[src/rtl/prcu_pkg.sv]
package prcu_pkg;

  localparam int PLANE_COUNT_MAX_DEF = 4;
  localparam int COMPARE_ENTRIES_DEF = 8;
  localparam int NUM_PLANES          = 4;
  localparam int CC_ENTRY_W          = 4;

  localparam logic [2:0]  PLANE_COUNT_RST    = 3'd3;
  localparam logic [31:0] COMPARE_COLORS_RST = 32'h8888_8888;

  typedef enum logic [2:0] {
    OP_PSET    = 3'd0,
    OP_BLANK   = 3'd1,
    OP_OR      = 3'd2,
    OP_AND     = 3'd3,
    OP_XOR     = 3'd4,
    OP_NOT     = 3'd5,
    OP_TILE    = 3'd6,
    OP_COMPARE = 3'd7
  } op_t;

  typedef enum logic [2:0] {
    CFG_PLANE_COUNT    = 3'd0,
    CFG_COLOR_SELECT   = 3'd1,
    CFG_KEEP_MASK      = 3'd2,
    CFG_PLANE_DISABLE  = 3'd3,
    CFG_TILE_PATTERN   = 3'd4,
    CFG_COMPARE_COLORS = 3'd5
  } cfg_idx_t;

  typedef struct packed {
    logic load_b;
    logic load_c;
  } pipe_ctl_t;

  function automatic logic [7:0] rop_byte(op_t op, logic c, logic [7:0] o, logic [7:0] tile);
    logic [7:0] v;
    case (op)
      OP_PSET:  v = c ? 8'hff : 8'h00;
      OP_BLANK: v = 8'h00;
      OP_OR:    v = c ? 8'hff : o;
      OP_AND:   v = c ? o : 8'h00;
      OP_XOR:   v = c ? ~o : o;
      OP_NOT:   v = ~o;
      OP_TILE:  v = tile;
      default:  v = 8'h00;
    endcase
    return v;
  endfunction

endpackage

[src/rtl/prcu_compare.sv]
module prcu_compare #(
  parameter int COMPARE_ENTRIES = prcu_pkg::COMPARE_ENTRIES_DEF
) (
  input  logic                clk,
  input  logic                rst,
  input  prcu_pkg::pipe_ctl_t ctl,
  input  logic                a_is_cmp,
  input  logic [7:0]          pix_blue,
  input  logic [7:0]          pix_red,
  input  logic [7:0]          pix_green,
  input  logic [2:0]          plane_disable,
  input  logic [31:0]         compare_colors,
  output logic [7:0]          match_next
);
  import prcu_pkg::*;

  logic [7:0][COMPARE_ENTRIES-1:0] hit;
  logic [7:0][COMPARE_ENTRIES-1:0] b_hit;
  logic                            b_is_cmp;
  logic [7:0]                      match_status;
  logic [7:0]                      reduced;

  // pixel vs entry equality, masked by enabled planes; an entry with its top bit set never hits
  always_comb begin
    logic [2:0]            en;
    logic [2:0]            pix;
    logic [CC_ENTRY_W-1:0] entry;
    en = ~plane_disable;
    for (int px = 0; px < 8; px++) begin
      pix = {pix_green[px], pix_red[px], pix_blue[px]} & en;
      for (int j = 0; j < COMPARE_ENTRIES; j++) begin
        entry = compare_colors[CC_ENTRY_W*j +: CC_ENTRY_W];
        hit[px][j] = !entry[CC_ENTRY_W-1] && ((entry[2:0] & en) == pix);
      end
    end
  end

  always_ff @(posedge clk) begin
    if (ctl.load_b) begin
      b_hit    <= hit;
      b_is_cmp <= a_is_cmp;
    end
  end

  always_comb begin
    for (int px = 0; px < 8; px++) begin
      reduced[px] = |b_hit[px];
    end
    match_next = b_is_cmp ? reduced : match_status;
  end

  always_ff @(posedge clk) begin
    if (rst) begin
      match_status <= 8'h00;
    end else if (ctl.load_c) begin
      match_status <= match_next;
    end
  end

endmodule

[src/rtl/planar_raster_op_compare_unit.sv]
// An input transfer is registered in stage A, then stage B, then the output register (stage C).
// Throughput: one item per cycle while the output is not stalled; three register stages, each
// advancing when the next one is empty or moving, so a stall on the output backs up without loss.
// Reset (rst, synchronous): pipeline empty, match status zero, registers at their
// defaults (plane_count 3, compare_colors 0x88888888, all others zero).
module planar_raster_op_compare_unit #(
  parameter int PLANE_COUNT_MAX = prcu_pkg::PLANE_COUNT_MAX_DEF,
  parameter int COMPARE_ENTRIES = prcu_pkg::COMPARE_ENTRIES_DEF
) (
  input  logic        clk,
  input  logic        rst,
  input  logic        cfg_write,
  input  logic [2:0]  cfg_index,
  input  logic [31:0] cfg_data,
  input  logic        in_valid,
  output logic        in_stall,
  input  logic [2:0]  opcode,
  input  logic [14:0] address,
  input  logic [7:0]  old_plane0,
  input  logic [7:0]  old_plane1,
  input  logic [7:0]  old_plane2,
  input  logic [7:0]  old_plane3,
  output logic        out_valid,
  input  logic        out_stall,
  output logic [14:0] write_address,
  output logic [7:0]  new_plane0,
  output logic [7:0]  new_plane1,
  output logic [7:0]  new_plane2,
  output logic [7:0]  new_plane3,
  output logic [3:0]  write_enable,
  output logic [7:0]  compare_status
);
  import prcu_pkg::*;

  logic [2:0]  plane_count;
  logic [3:0]  color_select;
  logic [7:0]  keep_mask;
  logic [3:0]  plane_disable;
  logic [31:0] tile_pattern;
  logic [31:0] compare_colors;

  always_ff @(posedge clk) begin
    if (rst) begin
      plane_count    <= PLANE_COUNT_RST;
      color_select   <= '0;
      keep_mask      <= '0;
      plane_disable  <= '0;
      tile_pattern   <= '0;
      compare_colors <= COMPARE_COLORS_RST;
    end else if (cfg_write) begin
      case (cfg_idx_t'(cfg_index))
        CFG_PLANE_COUNT:    plane_count    <= cfg_data[2:0];
        CFG_COLOR_SELECT:   color_select   <= cfg_data[3:0];
        CFG_KEEP_MASK:      keep_mask      <= cfg_data[7:0];
        CFG_PLANE_DISABLE:  plane_disable  <= cfg_data[3:0];
        CFG_TILE_PATTERN:   tile_pattern   <= cfg_data;
        CFG_COMPARE_COLORS: compare_colors <= cfg_data;
        default: ;
      endcase
    end
  end

  // handshake
  logic      a_valid;
  logic      b_valid;
  logic      a_ready;
  logic      b_ready;
  logic      c_ready;
  pipe_ctl_t ctl;

  assign c_ready    = !out_valid || !out_stall;
  assign b_ready    = !b_valid || c_ready;
  assign a_ready    = !a_valid || b_ready;
  assign in_stall   = !a_ready;
  assign ctl.load_b = b_ready && a_valid;
  assign ctl.load_c = c_ready && b_valid;

  always_ff @(posedge clk) begin
    if (rst) begin
      a_valid   <= 1'b0;
      b_valid   <= 1'b0;
      out_valid <= 1'b0;
    end else begin
      if (a_ready) begin
        a_valid <= in_valid;
      end
      if (b_ready) begin
        b_valid <= a_valid;
      end
      if (c_ready) begin
        out_valid <= b_valid;
      end
    end
  end

  // stage A: captured input
  op_t                             a_opcode;
  logic [14:0]                     a_address;
  logic [NUM_PLANES-1:0][7:0]      a_old;

  always_ff @(posedge clk) begin
    if (a_ready && in_valid) begin
      a_opcode  <= op_t'(opcode);
      a_address <= address;
      a_old     <= {old_plane3, old_plane2, old_plane1, old_plane0};
    end
  end

  logic [2:0]                 cnt_clip;
  logic [NUM_PLANES-1:0]      plane_en;
  logic [NUM_PLANES-1:0][7:0] op_byte;

  always_comb begin
    cnt_clip = (plane_count > 3'(PLANE_COUNT_MAX)) ? 3'(PLANE_COUNT_MAX) : plane_count;
    for (int i = 0; i < NUM_PLANES; i++) begin
      plane_en[i] = (3'(i) < cnt_clip) && !plane_disable[i] && (a_opcode != OP_COMPARE);
      op_byte[i]  = rop_byte(a_opcode, color_select[i], a_old[i], tile_pattern[8*i +: 8]);
    end
  end

  // stage B: operation bytes
  logic [14:0]                b_address;
  logic [NUM_PLANES-1:0]      b_we;
  logic [NUM_PLANES-1:0][7:0] b_op;
  logic [NUM_PLANES-1:0][7:0] b_old;
  logic [NUM_PLANES-1:0][7:0] merged;
  logic [7:0]                 match_next;

  always_ff @(posedge clk) begin
    if (ctl.load_b) begin
      b_address <= a_address;
      b_we      <= plane_en;
      b_op      <= op_byte;
      b_old     <= a_old;
    end
  end

  prcu_compare #(
    .COMPARE_ENTRIES(COMPARE_ENTRIES)
  ) u_compare (
    .clk            (clk),
    .rst            (rst),
    .ctl            (ctl),
    .a_is_cmp       (a_opcode == OP_COMPARE),
    .pix_blue       (a_old[0]),
    .pix_red        (a_old[1]),
    .pix_green      (a_old[2]),
    .plane_disable  (plane_disable[2:0]),
    .compare_colors (compare_colors),
    .match_next     (match_next)
  );

  always_comb begin
    for (int i = 0; i < NUM_PLANES; i++) begin
      merged[i] = b_we[i] ? ((b_old[i] & keep_mask) | (b_op[i] & ~keep_mask)) : 8'h00;
    end
  end

  // stage C: output register
  always_ff @(posedge clk) begin
    if (ctl.load_c) begin
      write_address  <= b_address;
      new_plane0     <= merged[0];
      new_plane1     <= merged[1];
      new_plane2     <= merged[2];
      new_plane3     <= merged[3];
      write_enable   <= b_we;
      compare_status <= match_next;
    end
  end

endmodule

[config.mk]
export PLATFORM = sky130hd
export DESIGN_NAME = planar_raster_op_compare_unit
export DESIGN_NICKNAME = d
export VERILOG_FILES = /design/src/rtl/prcu_pkg.sv /design/src/rtl/prcu_compare.sv /design/src/rtl/planar_raster_op_compare_unit.sv
export SDC_FILE = /design/constraint.sdc
export NUM_CORES = 1
export LEC_CHECK = 0
export BUFFER_PORTS_ARGS = -buffer_cell sky130_fd_sc_hd__buf_4
export CORE_MARGIN = 5
export CORE_UTILIZATION = 60
export DETAILED_ROUTE_END_ITERATION = 8
export GPL_ROUTABILITY_DRIVEN = 0
export PLACE_DENSITY = 0.8
export SLEW_MARGIN = 20
export SYNTH_ARGS = -nofsm -noshare
export SYNTH_HDL_FRONTEND = slang
export SYNTH_SLANG_ARGS = --single-unit
[constraint.sdc]
create_clock -name clk -period 13.2 [get_ports clk]
set_clock_uncertainty 0.05 [all_clocks]
set_input_delay 0 -clock clk [delete_from_list [all_inputs] [get_ports clk]]
set_output_delay 0 -clock clk [all_outputs]
set_load 0.05 [all_outputs]
Yosys cells after proc, flatten, opt, wreduce, memory -nomap -nowiden
Index checks and enable logic that the tools add are counted.
{"block": "classes", "mux": 22, "n_eq_ne": 76, "bitwise_logic": 34, "n_reduce_logical": 111, "magnitude_cmp": 5}
{"op": "$eq A3 B3 Y1", "n": 64}
{"op": "$pmux W8 S6", "n": 4}
{"op": "$mux W8", "n": 17}
{"op": "$logic_and A1 B1 Y1", "n": 75}
{"op": "$and A8 B8 Y8", "n": 8}
{"op": "$reduce_or A8 Y1", "n": 8}
{"op": "$and A3 B3 Y3", "n": 16}
{"op": "$not A8 Y8", "n": 5}
{"op": "$or A8 B8 Y8", "n": 4}
{"op": "$eq A3 B3 Y1 const B", "n": 6}
{"op": "$logic_not A1 Y1", "n": 17}
{"op": "$eq A3 B2 Y1 const B", "n": 4}
{"op": "$reduce_and A2 Y1", "n": 6}
{"op": "$logic_not A3 Y1", "n": 2}
{"op": "$lt A1 B3 Y1 const A", "n": 2}
{"op": "$lt A2 B3 Y1 const A", "n": 2}
{"op": "$eq A3 B1 Y1 const B", "n": 1}
{"op": "$gt A3 B3 Y1 const B", "n": 1}
{"op": "$logic_or A1 B1 Y1", "n": 3}
{"op": "$mux W3", "n": 1}
{"op": "$ne A3 B3 Y1 const B", "n": 1}
{"op": "$not A3 Y3", "n": 1}
{"block": "totals", "input_bits": 90, "ff_bits": 351}

Logic depth before layout (Yosys ltp)
{"block": "depth", "depth_word": 5, "ltp_mapped": 6, "mapped_depth_nobuf": 5}

Modules after synthesis
Synthesis repeated with hierarchy kept, for this count alone.
{"block": "unflattened", "cells_unflattened": 1585, "hier_area_um2": 17805.8}
{"mod": "planar_raster_op_compare_unit", "n_inst": 1, "seq_area_each_um2": 7487.2, "area_each_um2": 12253.0, "cells_each": 989}
{"mod": "prcu_compare", "n_inst": 1, "seq_area_each_um2": 2112.0, "area_each_um2": 5552.8, "cells_each": 596}

Least setup slack after synthesis
OpenSTA, ideal clock, no wires.
{"block": "synth_path", "kind": "reg2reg", "from": "reg out_valid", "to": "reg b_address[0], enable pin", "synth_period_minus_slack_ps": 4661, "arrival_ps": 4085, "setup_slack_ps": 8539, "required_ps": 12624, "setup_ps": 526, "n_path_buf": 0, "stages_incl_launch_ff": 3, "cell_sequence": "dfxtp_1 > nand3_1 > and2_1"}
{"item": "start: declaration", "line": "planar_raster_op_compare_unit.sv:23", "rtl": "output logic out_valid,"}
{"item": "start signal: assignment", "line": "planar_raster_op_compare_unit.sv:91", "rtl": "out_valid <= b_valid;"}
{"item": "end signal: assignment", "line": "planar_raster_op_compare_unit.sv:131", "rtl": "b_address <= a_address;"}
{"item": "end: declaration", "line": "planar_raster_op_compare_unit.sv:122", "rtl": "logic [14:0] b_address;"}

==> key figures <==
Setup path
  • Reg2reg setup slack: 10450 ps
  • Worst r2r dst: u_compare.b_is_cmp$_DFFE_PP_
  • CP Launch Type: flip-flop
  • CP required: 13300 ps
  • CP Max Fanout: 78
  • Worst Path Arrival: 2840 ps
  • R2R cell count: 3
  • WS Path Type: flip-flop to flip-flop
  • Source of the critical timing path: out_valid$_SDFFE_PP0P_
  • Worst setup EP type: flip-flop
  • Reg2Reg Launch Point: out_valid$_SDFFE_PP0P_

STA
  • Crit path time final: 2750 ps
  • Setup TNS: 0 ps
  • Final setup viols: 0
  • Setup ws final: 10450 ps
  • Max Freq: 364 MHz
  • Relative max-transition margin: 0.279
  • RSZ-0062 raised after global routing: no
  • Max-slew violations: 0
  • Worst-Margin Slew: 1080 ps
  • Final hold vios: 0
  • Period utilization: 0.208

Routing
  • Routed len/inst: 21.7 um
  • Vias: 13.0k
  • Routed WL: 46300 um
  • Vias/cell: 6.09
  • DRC errors left: 0
  • Initial drt markers: 1437
  • Routed Antenna Nets: 0
  • DR pass1 iterations: 6

Min path
  • Hold Startpoint: rst
  • Hold path depth: 2
  • Hold Crit Class: input pin to flip-flop
  • Hold Path Sink: plane_count[2]$_SDFFE_PP0P_

Yosys
  • Synth area leader: edfxtp_1
  • Synth unique cells: 50
  • Post-synthesis sequential area ratio: 0.553
  • Top-area cell type share of the netlist area: 0.445
  • Post-synth ARST share: 0
  • Post-synth EDFFs: 257
  • Mapped Area: 17300 um2
  • Synth Warn #: 0
  • Post-synthesis net count: 1724
  • Primary FF master, synth: edfxtp_1
  • Dominant cells by area after synthesis: edfxtp_1 (44%), dfxtp_1 (11%), xnor2_1 (9.7%), ha_1 (4.6%), mux2i_1 (3.6%)
  • Synth Register Bits: 351
  • Mapped Cells: 1570
  • Mean Syn Cell Area: 11.1 um2

Clock network
  • Post-CTS Setup Bufs: 0
  • CTS Buffer Depth: 3
  • Skew-Pair Late Insertion Delay: 540 ps
  • CTS root buffer: clkbuf_16
  • H-tree depth: 2
  • Reg clk slew, reported paths: 60 ps
  • CTS tree: done
  • TritonCTS Sinks: 351
  • CTS Buf Count: 38

Global routing
  • Initial antenna violation count: 0
  • Pin count of the biggest net entering global routing: 95
  • GRT Overall Usage: 0.275
  • First-pass GRT wire length: 71000 um
  • Congestion Overflow GR: 0
  • Vias in the first global route: 12.6k

Final layout
  • Layout Nets: 1876
  • Post-layout instance area: 20600 um2
  • Layout area overhead: 18.7%
  • Ant. Diodes: 0
  • Fraction of layout cells with a size suffix above 1: 0.136
  • Layout Utilization: 0.719

Power and ir drop
  • Peak supply drop: 0.000109 V
  • Final Power: 0.00258 W
  • Leak: 7.27 nW
  • Net switching power: 0.000622 W
  • Clock share of power: 0.409
  • PwrDens: 125 nW/um2
  • Switch share: 0.241
  • Flop pwr share: 0.497
  • P_int: 0.00196 W
  • Combinational power share: 0.094

Floorplan
  • Initial Util: 0.606
  • Site Rows: 62
  • Die Height: 180 um
  • Core Box Area: 28600 um2
  • Die W: 180 um
  • Ports: 151
  • Die Footprint: 32400 um2

Place
  • DP HPWL: 29500 um
  • Place WS: 10490 ps
  • Area of placed instances: 18400 um2
  • Port bufs: 150

Run
  • Max Cap Viol: 0

Status
  • Status: finished, final reports clean
critical path: stages, from the launching register on:
cell and delay, ps:
dfxtp_1 360, nand3_1 160, and2_4 830, buf_4 860
cells in the mapped netlist, types with 14 or more instances:
| master | number |
|---|---|
| ha_1 | 64 |
| a21oi_1 | 85 |
| nand2b_1 | 20 |
| clkbuf_1 | 41 |
| inv_1 | 43 |
| edfxtp_1 | 257 |
| or4_1 | 14 |
| nor2b_1 | 51 |
| buf_2 | 78 |
| nor2_1 | 115 |
| buf_1 | 20 |
| xnor2_1 | 192 |
| mux2i_1 | 62 |
| dfxtp_1 | 94 |
| o211ai_1 | 14 |
| nor3_1 | 69 |
| o22ai_1 | 64 |
| nand2_1 | 162 |
state kept, by name, indices dropped and copies added (netlist names), 15 cells and up:
signal,count
b_old,32
b_address,15
a_address,15
write_address,15
compare_colors,32
b_op,32
u_compare.b_hit,64
a_old,32
tile_pattern,32
cell type report:
class / count / area [um2]
Clock buffer: 52 / 1080
Clock inverter: 18 / 173
Fill cell: 1874 / 8030
Inverter: 43 / 161
Multi-Input combinational cell: 1033 / 6960
Sequential cell: 351 / 9600
Tap cell: 384 / 480
Timing Repair Buffer: 255 / 2140
power by group through the flow:
stage	Clock [W]	Sequential (W)	Combinational, W
floorplan	0	0.00128	0.000157
global placement	0	0.00130	0.000208
detailed placement	0	0.00130	0.000215
CTS	0.00106	0.00128	0.000238
global route	0.00111	0.00128	0.000262
finish	0.00105	0.00128	0.000243
per-stage QoR:
step,cells,hold slack [ps]
after floorplan,1570,48.9
after global placement,1976,128
after detailed placement,1976,129
after CTS,2136,31.4
after global routing,2136,78.5
final,2136,56.3
kinds of logic (layout without fill, tap and decap cells):
| logic type | after synthesis | after routing | share of synthesized area |
|---|---|---|---|
| simple gates | 474 | 474 | 0.130 |
| flops | 351 | 351 | 0.553 |
| compound gates | 240 | 240 | 0.0900 |
| xor+xnor | 192 | 192 | 0.0969 |
| buf+inv | 186 | 368 | 0.0472 |
| fa+ha+maj | 64 | 64 | 0.0462 |
| mux | 63 | 63 | 0.0364 |
how the worst max path moves through the flow:
stage                                                to  slack, ps  cells after the start
after floorplan                  b_address[0]$_DFFE_PP_       8540                      2
after global placement               b_op[25]$_DFFE_PP_      10560                      3
after detailed placement  u_compare.b_hit[15]$_DFFE_PP_      10490                      3
after CTS                 u_compare.b_hit[14]$_DFFE_PP_      10480                      3
after global routing      u_compare.b_hit[31]$_DFFE_PP_      10320                      3
final                      u_compare.b_is_cmp$_DFFE_PP_      10450                      3
layout by cell type, fill, tap and decap left out, types with 8 or more instances in the layout:
master,netlist,final
a22o_1,10,10
o211ai_1,14,14
clkbuf_16,0,40
a211oi_1,9,9
inv_1,43,43
mux2i_1,62,62
a221o_1,10,10
nand3b_1,8,8
buf_4,0,165
nand2_1,162,162
edfxtp_1,257,257
dfxtp_1,94,91
nor2b_1,51,50
nand2b_1,20,20
xnor2_1,192,192
dlygate4sd3_1,0,90
a221oi_1,8,8
or4_1,14,14
nand3_1,9,9
clkbuf_1,41,9
o22ai_1,64,64
ha_1,64,64
nor2_1,115,114
a21oi_1,85,85
nor3_1,69,69
o21ai_0,10,10
routing by layer:
| metal | share of wire | track usage | up-vias |
|---|---|---|---|
| met3 | 0.11 | 0.0523 | 141 |
| met4 | 0.042 | 0.110 | 0 |
| met1 | 0.39 | 0.375 | 6205 |
| li1 | - | - | 5816 |
| met2 | 0.47 | 0.441 | 837 |
| met5 | 0 | 0 | - |
what timing repair did:
| item | CTS | global route |
|---|---|---|
| gates resized for setup | 0 | 0 |
| endpoints found under the hold margin | 136 | 0 |
| endpoints found under the setup margin | 0 | 0 |
| hold buffers | 90 | 0 |
No activity file was read; power rests on OpenSTA's default activity.
